### config.mk
export PLATFORM = sky130hd
export DESIGN_NAME = edge_list_sink_completion
export DESIGN_NICKNAME = d
export VERILOG_FILES = /design/src/design/elsc_pkg.sv /design/src/design/edge_list_sink_completion.sv /design/src/design/elsc_ctrl.sv /design/src/design/elsc_dp.sv
export VERILOG_INCLUDE_DIRS = /design/src /design/src/design
export SDC_FILE = /design/constraint.sdc
export NUM_CORES = 2
export LEC_CHECK = 0
export ABC_AREA = 1
export BUFFER_PORTS_ARGS = -buffer_cell sky130_fd_sc_hd__buf_2
export CAP_MARGIN = 20
export CORE_AREA = 2 2 334 585
export DETAILED_ROUTE_END_ITERATION = 7
export DIE_AREA = 0 0 336 587
export HOLD_SLACK_MARGIN = 0.06
export PLACE_DENSITY = 0.8
export RECOVER_POWER = 50
export SLEW_MARGIN = 40
export SYNTH_ARGS = -nofsm -noshare
export SYNTH_HDL_FRONTEND = slang
export SYNTH_HIERARCHICAL = 1
export SYNTH_SLANG_ARGS = --single-unit
### constraint.sdc
create_clock -name clk -period 41.4 [get_ports clk]
set_clock_uncertainty 0.2 [all_clocks]
set_input_delay 4.14 -clock clk [delete_from_list [all_inputs] [get_ports clk]]
set_output_delay 4.14 -clock clk [all_outputs]
set_load 0.1 [all_outputs]
### src/design/edge_list_sink_completion_assert.svh
// Assertion macros shared by the edge list sink completion RTL.
`ifndef EDGE_LIST_SINK_COMPLETION_ASSERT_SVH
`define EDGE_LIST_SINK_COMPLETION_ASSERT_SVH

// Same-cycle implication, clocked on clk, off while rst_n is low.
`define ELSC_ASSERT_IMPL(lbl, ante, cons, msg) \
  lbl: assert property (@(posedge clk) disable iff (!rst_n) (ante) |-> (cons)) \
    else $error(msg);

// Next-cycle implication, clocked on clk, off while rst_n is low.
`define ELSC_ASSERT_NEXT(lbl, ante, cons, msg) \
  lbl: assert property (@(posedge clk) disable iff (!rst_n) (ante) |=> (cons)) \
    else $error(msg);

`endif

### src/design/elsc_pkg.sv
// Shared types and constants for the edge list sink completion block.
`timescale 1ns / 1ps
package elsc_pkg;

  localparam int NODE_BITS     = 10;
  localparam int MAX_EDGES_DEF = 32;

  typedef logic [NODE_BITS-1:0] node_t;

  typedef struct packed {
    node_t source_node;
    node_t dest_node;
    logic  has_dest;
    logic  last_edge;
  } in_t;

  typedef struct packed {
    node_t added_node;
    logic  node_valid;
    logic  sources_unique;
    logic  overflow;
    logic  last_result;
  } out_t;

  // Commands from the controller to the datapath.
  typedef struct packed {
    logic init_clr;   // clear one bitmap entry of the power-up sweep
    logic load_edge;  // take the edge, store it, read its source bit
    logic mark;       // set the source bit, count the edge
    logic drop;       // edge beyond capacity
    logic idx_zero;   // restart the walk index
    logic rd_dest;    // read a stored destination
    logic rd_map;     // read both bitmaps at that destination
    logic chk;        // act on the lookup, advance the index
    logic flush;      // emit the final result of the run
    logic clr_rd;     // read a stored edge for clearing
    logic clr_wr;     // clear its bitmap bits, advance the index
    logic clr_done;   // reset count and flags for the next list
  } ctrl_cmd_t;

  // Status from the datapath to the controller.
  typedef struct packed {
    logic init_done;
    logic can_store;
    logic last_r;
    logic found;
    logic pend_v;
    logic out_free;
    logic idx_last;
  } dp_stat_t;

endpackage

### src/design/edge_list_sink_completion.sv
// Top level of the edge list sink completion block.
`timescale 1ns / 1ps
// Loads an edge list and, on the edge flagged last, emits every stored destination that
// never appeared as a source, once each and in arrival order, followed by the status flags
// on each result and last_result on the final one (a run with nothing to add yields a
// single result with node_valid low). After reset the two 1024-entry node bitmaps are swept
// clear, one entry per cycle, so no edge is taken until the sweep is done. A stored edge
// takes a source bitmap read, then a mark; an edge beyond MAX_EDGES is dropped. After the
// last edge the replay walks the N stored edges through the edge store and bitmap read
// ports, reading each destination, then both bitmaps, then checking it, and holding while
// the result channel stalls, then emits the final result and clears the bits each edge set.
// Results leave through a register.
module edge_list_sink_completion #(
  parameter int MAX_EDGES = elsc_pkg::MAX_EDGES_DEF
) (
  input  logic           clk,
  input  logic           rst_n,
  input  logic           in_valid,
  output logic           in_stall,
  input  elsc_pkg::in_t  in_data,
  output logic           out_valid,
  input  logic           out_stall,
  output elsc_pkg::out_t out_data
);

  elsc_pkg::ctrl_cmd_t cmd;
  elsc_pkg::dp_stat_t  stat;

  elsc_ctrl u_ctrl (
    .clk      (clk),
    .rst_n    (rst_n),
    .in_valid (in_valid),
    .in_last  (in_data.last_edge),
    .stat     (stat),
    .in_stall (in_stall),
    .cmd      (cmd)
  );

  elsc_dp #(
    .MAX_EDGES (MAX_EDGES)
  ) u_dp (
    .clk       (clk),
    .rst_n     (rst_n),
    .in_data   (in_data),
    .cmd       (cmd),
    .stat      (stat),
    .out_valid (out_valid),
    .out_stall (out_stall),
    .out_data  (out_data)
  );

endmodule

### src/design/elsc_ctrl.sv
// Controller state machine for the edge list sink completion block.
`timescale 1ns / 1ps
module elsc_ctrl (
  input  logic               clk,
  input  logic               rst_n,
  input  logic               in_valid,
  input  logic               in_last,
  input  elsc_pkg::dp_stat_t stat,
  output logic               in_stall,
  output elsc_pkg::ctrl_cmd_t cmd
);

  localparam logic [3:0] S_INIT  = 4'd0;
  localparam logic [3:0] S_LOAD  = 4'd1;
  localparam logic [3:0] S_MARK  = 4'd2;
  localparam logic [3:0] S_RADDR = 4'd3;
  localparam logic [3:0] S_RMAP  = 4'd4;
  localparam logic [3:0] S_RCHK  = 4'd5;
  localparam logic [3:0] S_FLUSH = 4'd6;
  localparam logic [3:0] S_CADDR = 4'd7;
  localparam logic [3:0] S_CWR   = 4'd8;

  logic [3:0] state_r, state_nxt;

  assign in_stall = (state_r != S_LOAD);

  always_comb begin
    state_nxt = state_r;
    cmd       = '0;
    unique case (state_r)
      S_INIT: begin
        cmd.init_clr = 1'b1;
        if (stat.init_done) state_nxt = S_LOAD;
      end
      S_LOAD: begin
        if (in_valid) begin
          if (stat.can_store) begin
            cmd.load_edge = 1'b1;
            state_nxt     = S_MARK;
          end else begin
            cmd.drop = 1'b1;
            if (in_last) begin
              cmd.idx_zero = 1'b1;
              state_nxt    = S_RADDR;
            end
          end
        end
      end
      S_MARK: begin
        cmd.mark = 1'b1;
        if (stat.last_r) begin
          cmd.idx_zero = 1'b1;
          state_nxt    = S_RADDR;
        end else begin
          state_nxt = S_LOAD;
        end
      end
      S_RADDR: begin
        cmd.rd_dest = 1'b1;
        state_nxt   = S_RMAP;
      end
      S_RMAP: begin
        cmd.rd_map = 1'b1;
        state_nxt  = S_RCHK;
      end
      S_RCHK: begin
        // hold while a found node would push out a pending one into a full output
        if (!(stat.found && stat.pend_v && !stat.out_free)) begin
          cmd.chk   = 1'b1;
          state_nxt = stat.idx_last ? S_FLUSH : S_RADDR;
        end
      end
      S_FLUSH: begin
        if (stat.out_free) begin
          cmd.flush    = 1'b1;
          cmd.idx_zero = 1'b1;
          state_nxt    = S_CADDR;
        end
      end
      S_CADDR: begin
        cmd.clr_rd = 1'b1;
        state_nxt  = S_CWR;
      end
      S_CWR: begin
        cmd.clr_wr = 1'b1;
        if (stat.idx_last) begin
          cmd.clr_done = 1'b1;
          state_nxt    = S_LOAD;
        end else begin
          state_nxt = S_CADDR;
        end
      end
      default: state_nxt = S_INIT;
    endcase
  end

  always_ff @(posedge clk) begin
    if (!rst_n) state_r <= S_INIT;
    else        state_r <= state_nxt;
  end

endmodule

### src/design/elsc_dp.sv
// Datapath of the edge list sink completion block: bitmaps, edge store, output register.
`timescale 1ns / 1ps
`include "edge_list_sink_completion_assert.svh"
module elsc_dp #(
  parameter int MAX_EDGES = elsc_pkg::MAX_EDGES_DEF
) (
  input  logic                clk,
  input  logic                rst_n,
  input  elsc_pkg::in_t       in_data,
  input  elsc_pkg::ctrl_cmd_t cmd,
  output elsc_pkg::dp_stat_t  stat,
  output logic                out_valid,
  input  logic                out_stall,
  output elsc_pkg::out_t      out_data
);

  localparam int NB    = elsc_pkg::NODE_BITS;
  localparam int NODES = 1 << NB;
  localparam int CNT_W = $clog2(MAX_EDGES + 1);
  localparam int IDX_W = (MAX_EDGES > 1) ? $clog2(MAX_EDGES) : 1;

  // bitmaps and edge store
  logic            src_map [NODES];
  logic            add_map [NODES];
  logic [NB:0]     dest_mem [MAX_EDGES];
  logic [NB-1:0]   src_mem  [MAX_EDGES];

  logic            src_bit_r, add_bit_r;
  logic [NB:0]     dest_rd_r;
  logic [NB-1:0]   src_rd_r;

  logic [NB-1:0]   init_addr_r;
  logic [CNT_W-1:0] count_r;
  logic [IDX_W-1:0] idx_r;
  logic            dup_r, ovf_r, last_r;
  logic [NB-1:0]   edge_src_r;
  logic [NB-1:0]   pend_r;
  logic            pend_v_r;
  logic            out_valid_r;
  elsc_pkg::out_t  out_r;

  logic [NB-1:0]   node;
  logic            found, out_free;
  logic            sm_we, sm_wd, am_we, am_wd;
  logic [NB-1:0]   sm_wa, am_wa, sm_ra;
  logic [IDX_W-1:0] st_wa;

  assign node     = dest_rd_r[NB-1:0];
  assign found    = dest_rd_r[NB] && !src_bit_r && !add_bit_r;
  assign out_free = !out_valid_r || !out_stall;
  assign st_wa    = count_r[IDX_W-1:0];

  always_comb begin
    stat           = '0;
    stat.init_done = &init_addr_r;
    stat.can_store = (count_r < CNT_W'(MAX_EDGES));
    stat.last_r    = last_r;
    stat.found     = found;
    stat.pend_v    = pend_v_r;
    stat.out_free  = out_free;
    stat.idx_last  = (CNT_W'(idx_r) == count_r - CNT_W'(1));
  end

  assign out_valid = out_valid_r;
  assign out_data  = out_r;

  // write port selection for the two bitmaps
  always_comb begin
    sm_we = 1'b0;
    sm_wa = init_addr_r;
    sm_wd = 1'b0;
    if (cmd.init_clr) begin
      sm_we = 1'b1;
    end else if (cmd.mark) begin
      sm_we = 1'b1;
      sm_wa = edge_src_r;
      sm_wd = 1'b1;
    end else if (cmd.clr_wr) begin
      sm_we = 1'b1;
      sm_wa = src_rd_r;
    end
  end

  always_comb begin
    am_we = 1'b0;
    am_wa = init_addr_r;
    am_wd = 1'b0;
    if (cmd.init_clr) begin
      am_we = 1'b1;
    end else if (cmd.chk && found) begin
      am_we = 1'b1;
      am_wa = node;
      am_wd = 1'b1;
    end else if (cmd.clr_wr) begin
      am_we = 1'b1;
      am_wa = node;
    end
  end

  assign sm_ra = cmd.load_edge ? in_data.source_node : node;

  always_ff @(posedge clk) begin
    if (sm_we) src_map[sm_wa] <= sm_wd;
    if (cmd.load_edge || cmd.rd_map) src_bit_r <= src_map[sm_ra];
  end

  always_ff @(posedge clk) begin
    if (am_we) add_map[am_wa] <= am_wd;
    if (cmd.rd_map) add_bit_r <= add_map[node];
  end

  always_ff @(posedge clk) begin
    if (cmd.load_edge) dest_mem[st_wa] <= {in_data.has_dest, in_data.dest_node};
    if (cmd.rd_dest || cmd.clr_rd) dest_rd_r <= dest_mem[idx_r];
  end

  always_ff @(posedge clk) begin
    if (cmd.load_edge) src_mem[st_wa] <= in_data.source_node;
    if (cmd.clr_rd) src_rd_r <= src_mem[idx_r];
  end

  // payload registers
  always_ff @(posedge clk) begin
    if (cmd.load_edge) begin
      edge_src_r <= in_data.source_node;
      last_r     <= in_data.last_edge;
    end
    if (cmd.chk && found) pend_r <= node;
    if (cmd.chk && found && pend_v_r) begin
      out_r.added_node     <= pend_r;
      out_r.node_valid     <= 1'b1;
      out_r.sources_unique <= !dup_r;
      out_r.overflow       <= ovf_r;
      out_r.last_result    <= 1'b0;
    end else if (cmd.flush) begin
      out_r.added_node     <= pend_v_r ? pend_r : '0;
      out_r.node_valid     <= pend_v_r;
      out_r.sources_unique <= !dup_r;
      out_r.overflow       <= ovf_r;
      out_r.last_result    <= 1'b1;
    end
  end

  // control registers
  always_ff @(posedge clk) begin
    if (!rst_n) begin
      init_addr_r <= '0;
      count_r     <= '0;
      idx_r       <= '0;
      dup_r       <= 1'b0;
      ovf_r       <= 1'b0;
      pend_v_r    <= 1'b0;
      out_valid_r <= 1'b0;
    end else begin
      if (cmd.init_clr) init_addr_r <= init_addr_r + NB'(1);
      if (cmd.mark) begin
        count_r <= count_r + CNT_W'(1);
        dup_r   <= dup_r | src_bit_r;
      end
      if (cmd.drop) ovf_r <= 1'b1;
      if (cmd.idx_zero) idx_r <= '0;
      else if (cmd.chk || cmd.clr_wr) idx_r <= idx_r + IDX_W'(1);
      if (cmd.chk && found) pend_v_r <= 1'b1;
      else if (cmd.flush) pend_v_r <= 1'b0;
      if ((cmd.chk && found && pend_v_r) || cmd.flush) out_valid_r <= 1'b1;
      else if (!out_stall) out_valid_r <= 1'b0;
      if (cmd.clr_done) begin
        count_r <= '0;
        dup_r   <= 1'b0;
        ovf_r   <= 1'b0;
      end
    end
  end

  `ELSC_ASSERT_IMPL(a_count_bound, 1'b1, count_r <= CNT_W'(MAX_EDGES), "edge count past capacity")
  `ELSC_ASSERT_IMPL(a_emit_room, cmd.chk && found && pend_v_r, out_free, "result lost on emit")
  `ELSC_ASSERT_IMPL(a_flush_room, cmd.flush, out_free, "final result lost on flush")
  `ELSC_ASSERT_NEXT(a_load_mark, cmd.load_edge, cmd.mark, "stored edge not marked")

endmodule
---- Word level (Yosys, flattened, before mapping) ----
Memories as Yosys holds them, arrays and structs flattened. A register that Yosys moved wholly into a read port is not among the register bits.
Index checks and enable logic that the tools add are counted.
operators by class
  order comparisons ....................... 1
  reduce and logical (&&, ||, !) cells .... 24
  eq/ne operators ......................... 16
  bitwise operators ....................... 2
  add/subtract/negate cells ............... 4
  muxes and demuxes ....................... 59
operators by type and width
  cell                     count
  $mux W10                 8
  $pmux W4 S9              1
  $mux W1                  35
  $mux W14                 2
  $mux W4                  6
  $eq A4 B3 Y1 const B     4
  $add A10 B1 Y10 const B  1
  $reduce_and A10 Y1       1
  $eq A4 B2 Y1 const B     2
  $mux W2                  4
  $add A6 B1 Y6 const B    1
  $eq A5 B6 Y1             1
  $logic_and A1 B1 Y1      6
  $logic_not A1 Y1         6
  $lt A6 B6 Y1 const B     1
  $mux W3                  2
  $ne A2 B2 Y1 const B     3
  $sub A6 B1 Y6 const B    1
  $add A5 B1 Y5 const B    1
  $logic_or A1 B1 Y1       5
  $reduce_and A5 Y1        1
  $eq A4 B1 Y1 const B     1
  $eq A4 B4 Y1 const B     1
  $logic_not A4 Y1         1
  8 further kinds          11
word-level totals
  output and inout bits ................... 16
  bits of input ports ..................... 26
  logic and storage cells ................. 126
  RAM bits ................................ 2720
  register bits after elaboration ......... 64
  memories kept ........................... 4
memories
  name           words  width  rd ports  clocked after Yosys merged registers in  wr ports  RTL line       source
  u_dp.add_map   1024   1      1         1                                        1         elsc_dp.sv:24  logic add_map [NODES];
  u_dp.src_map   1024   1      1         1                                        1         elsc_dp.sv:23  logic src_map [NODES];
  u_dp.dest_mem  32     11     1         1                                        1         elsc_dp.sv:25  logic [NB:0] dest_mem [MAX_EDGES];
  u_dp.src_mem   32     10     1         1                                        1         elsc_dp.sv:26  logic [NB-1:0] src_mem [MAX_EDGES];

---- Logic depth before layout (Yosys ltp) ----
  depth after elaboration ................. 12
  mapped depth ............................ 23
  gate-level depth less buffers ........... 19

---- By module ----
Netlist, hierarchy kept.
modules (own cells, without submodules)
  module     cells each  area an instance (µm²)  instances
  elsc_dp    11680       122187.2                1
  elsc_ctrl  75          452.9                   1

---- Worst setup path before layout ----
Ideal clock, no wire load.
  path type ............................... in2reg
  start point ............................. input port out_stall
  end point ............................... memory u_dp.add_map[0], data pin
  cell stages on the path ................. 6
  data arrival time ....................... 28.111 ns
  setup slack ............................. 8.141 ns
  path through ............................ nand2_1 -> buf_4 -> nor2_1 -> nor2_1 -> nand2_2 -> nor2_1
RTL lines
  what         RTL line                         source
  from (decl)  edge_list_sink_completion.sv:22  input logic out_stall,
  to (decl)    elsc_dp.sv:24

==> flow_summary.yaml <==
status:
  status: "finished, violations left"
  violations: "design-rule violations, max-capacitance violations, max-slew violations"
yosys:
  netlist_area_sq_um: 123000
  synth_area_leaders: "edfxtp_1 68%, nor2_1 9.2%, nand3_1 5.2%"
  syn_avg_cell_area_sq_um: 10.4
  syn-num-nets: 11787
  syn_inst: 11755
  async_reset_ff_share_pct: 0
  yosysMostFrequentCell: "nor2_1"
  yosysSeqAreaShare_pct: 68.5
  synthTopCellsByCount: "3004 x nor2_1, 2776 x edfxtp_1, 1619 x nand2_1, 1272 x nand3_1, 867 x o21ai_0"
  synth_top_flop_cell: "edfxtp_1"
  synth_edf_count: 2776
  yosysWarnings: 6
  synth_top_area_share_pct: 68.0
  synth_top_area_cell: "edfxtp_1"
  yosys_register_bits: 2807
  synth.distinct_cells: 43
power:
  ir_drop_mv: 0.0450
  leakage_nw: 42.7
  p_per_area_nw_per_um2: 41.9
  total_power_mw: 5.51
routing:
  drc: 1
  routed_via_density: 6.52
  wl_per_cell_um: 25.1
  num_vias: 91501
  antenna_left: 0
  drtIter0Drc: 14055
  routed_wirelength_um: 352000
  firstDrtPassIters: 8
worst_setup_path:
  slowest_delay_ns: 3.14
  critical-path-slowest-cell: "clkbuf_1"
  path_max_fanout: 150
  crit_family: "buffers and inverters"
  cp_common_cell: "clkbuf_1"
  path_buf_inv: 8
  path_cells: "nor2_1, inv_1, nor2_1, clkbuf_1, nor2_1, clkbuf_1, clkbuf_1, clkbuf_1, clkbuf_1, clkbuf_1, clkbuf_8"
  crit_path_start_kind: "flop"
  worst-setup-path-type: "reg2reg"
  required_ns: 41.79
  crit_arrival_ns: 15.07
  worst_setup_path_end_kind: "flop"
clock_network:
  cts.repair.resized: 0
  clock_latency_ns: 0.90
  clkSinkCount: 2807
  htreeDepth: 4
  cts-root-buf: "clkbuf_16"
  cts_setup_buffers: 0
  hold_buffers: 0
  cts_tree: "done"
  clk_pin_slew_ns: 0.07
  cts_buffer_depth: 4
  cts-buffers-inserted: 236
placed_design:
  post-dp-hpwl_um: 184000
  placedCellCount: 13599
  globalplace.congestion: 0.876
  numPortBuffers: 41
  dpl_worst_slack_ns: 31.64
timing:
  hold_viol: 0
  fmax_mhz: 68.1
  tns_ns: 0
  slew_violations: 1910
  setup_viol: 0
  fin_crit_ns: 14.68
  fin_crit_sh_pct: 35.5
  relSlewSlack_pct: -489
  fin_ws_ns: 26.72
  worst_slew_pin_slew_ns: 8.83
  grt_setup_unrepaired: "no"
  whs_ns: 0.294
floorplan:
  io_pins: 42
  die_w_um: 336
  die_h_um: 587
  num_rows: 214
  start_util_pct: 63.5
  fp.coreArea_sq_um: 193000
  die_area_sq_um: 197000
global_routing:
  grt_util_all_layers_pct: 35.1
  grt_overflow: 0
  antenna_found_initial: 6
  grt_max_degree: 259
  grt_pass1_vias: 89590
  grt_pass1_wl_um: 520000
hold_path:
  hold_class: "reg2reg"
cells_and_area:
  drive_above_1_share_pct: 5.95
  area_growth_pct: 7.37
  fin_nets: 11283
  final_cells: 14030
flow_run:
  maxCapViolCount: 32
sequential cells by signal, summed over array words and instances (netlist names):
signal	cells
u_dp/count_r	6
u_dp/dest_mem	352
u_dp/out_data	14
u_dp/edge_src_r	10
u_dp/src_map	1024
u_dp/dup_r	1
u_dp/dest_rd_r	11
u_dp/init_addr_r	10
u_ctrl/state_r	4
u_dp/add_map	1024
u_dp/pend_r	10
u_dp/last_r	1
u_dp/src_rd_r	10
u_dp/src_bit_r	1
u_dp/ovf_r	1
u_dp/pend_v_r	1
u_dp/add_bit_r	1
u_dp/src_mem	320
u_dp/idx_r	5
u_dp/out_valid	1
cells by family (layout without fill, tap and decap cells):
kind of cell / count (synthesis) / in the layout / share of synthesized area (%)
AND/OR/NAND/NOR: 6017 / 6017 / 20.0
flip-flops: 2807 / 2807 / 68.5
buffers and inverters: 1468 / 1144 / 4.71
AO/OA/AOI/OAI: 1447 / 1447 / 6.71
XOR/XNOR: 10 / 10 / 0.0714
adder cells (fa/ha/maj): 6 / 6 / 0.0612
other: 0 / 7 / 0
layout by cell type (no fill, tap or decap), drive strengths merged:
master    count
bufinv       18
o22ai       347
xnor2         3
edfxtp     2776
a2111oi       1
nand2      1621
xor2          7
nor3b         4
inv         479
o21a          2
o2111ai       1
nand4        38
clkinv       98
a211oi        2
nor4          1
a21oi        45
nor3         58
diode         7
clkinvlp      4
o211ai      103
nand3b        1
o221ai       65
clkbuf      357
o21ai       872
dfxtp        31
nor2       3014
buf         188
a31oi         9
nand3      1273
or2           7
ha            6
per-stage QoR:
stage,area (sq um),util [%]
final,132000,68.2
after global routing,132000,68.2
after CTS,132000,68.3
after detailed placement,125000,64.5
after global placement,124000,64.3
after floorplan,123000,-
per-layer routing:
metal / GRT usage [%] / routed length [um] / vias up
met4: 26.4 / 29600 / 4
met5: 0 / 37 / -
li1: - / - / 39376
met3: 7.21 / 42400 / 1636
met2: 57.8 / 169000 / 6651
met1: 40.4 / 111000 / 43834
final cells by class:
cell class                 instances  area, sq um
sequential                      2807        84000
inverter                         481         1840
multi-input combinational       7480        33400
antenna                            7         17.5
tap                             2592         3240
clock inverter                   118         1010
timing repair buffer             245         1890
clock buffer                     300         6300
fill                           13455        61400
final timing paths:
| path | cells past startpoint | startpoint | endpoint | slack (ns) |
|---|---|---|---|---|
| worst max-delay path | 11 | u_ctrl/state_r[1]$_SDFFE_PN0P_ | u_dp/src_map[718]$_DFFE_PP_ | 26.72 |
| worst min-delay path | 2 | u_dp/out_data[3]$_SDFFE_PP1P_ | u_dp/out_data[3]$_SDFFE_PP1P_ | 0.29 |
| worst max register to register | 11 | u_ctrl/state_r[1]$_SDFFE_PN0P_ | u_dp/src_map[718]$_DFFE_PP_ | 26.72 |
| worst min register to register | 2 | u_dp/out_data[3]$_SDFFE_PP1P_ | u_dp/out_data[3]$_SDFFE_PP1P_ | 0.29 |
worst min-delay path, cell delays in order, from the launching register on:
cell and delay, ns:
dfxtp_1 0.32, nand2_1 0.06, nand2_1 0.06
power breakdown:
group,internal (mW),total (mW),switching (mW)
sequential,3.09,3.09,0.00248
clock,1.18,2.16,0.983
combinational,0.0478,0.255,0.207
total,4.32,5.51,1.19
Note: power is estimated with default switching activity, not from simulation.
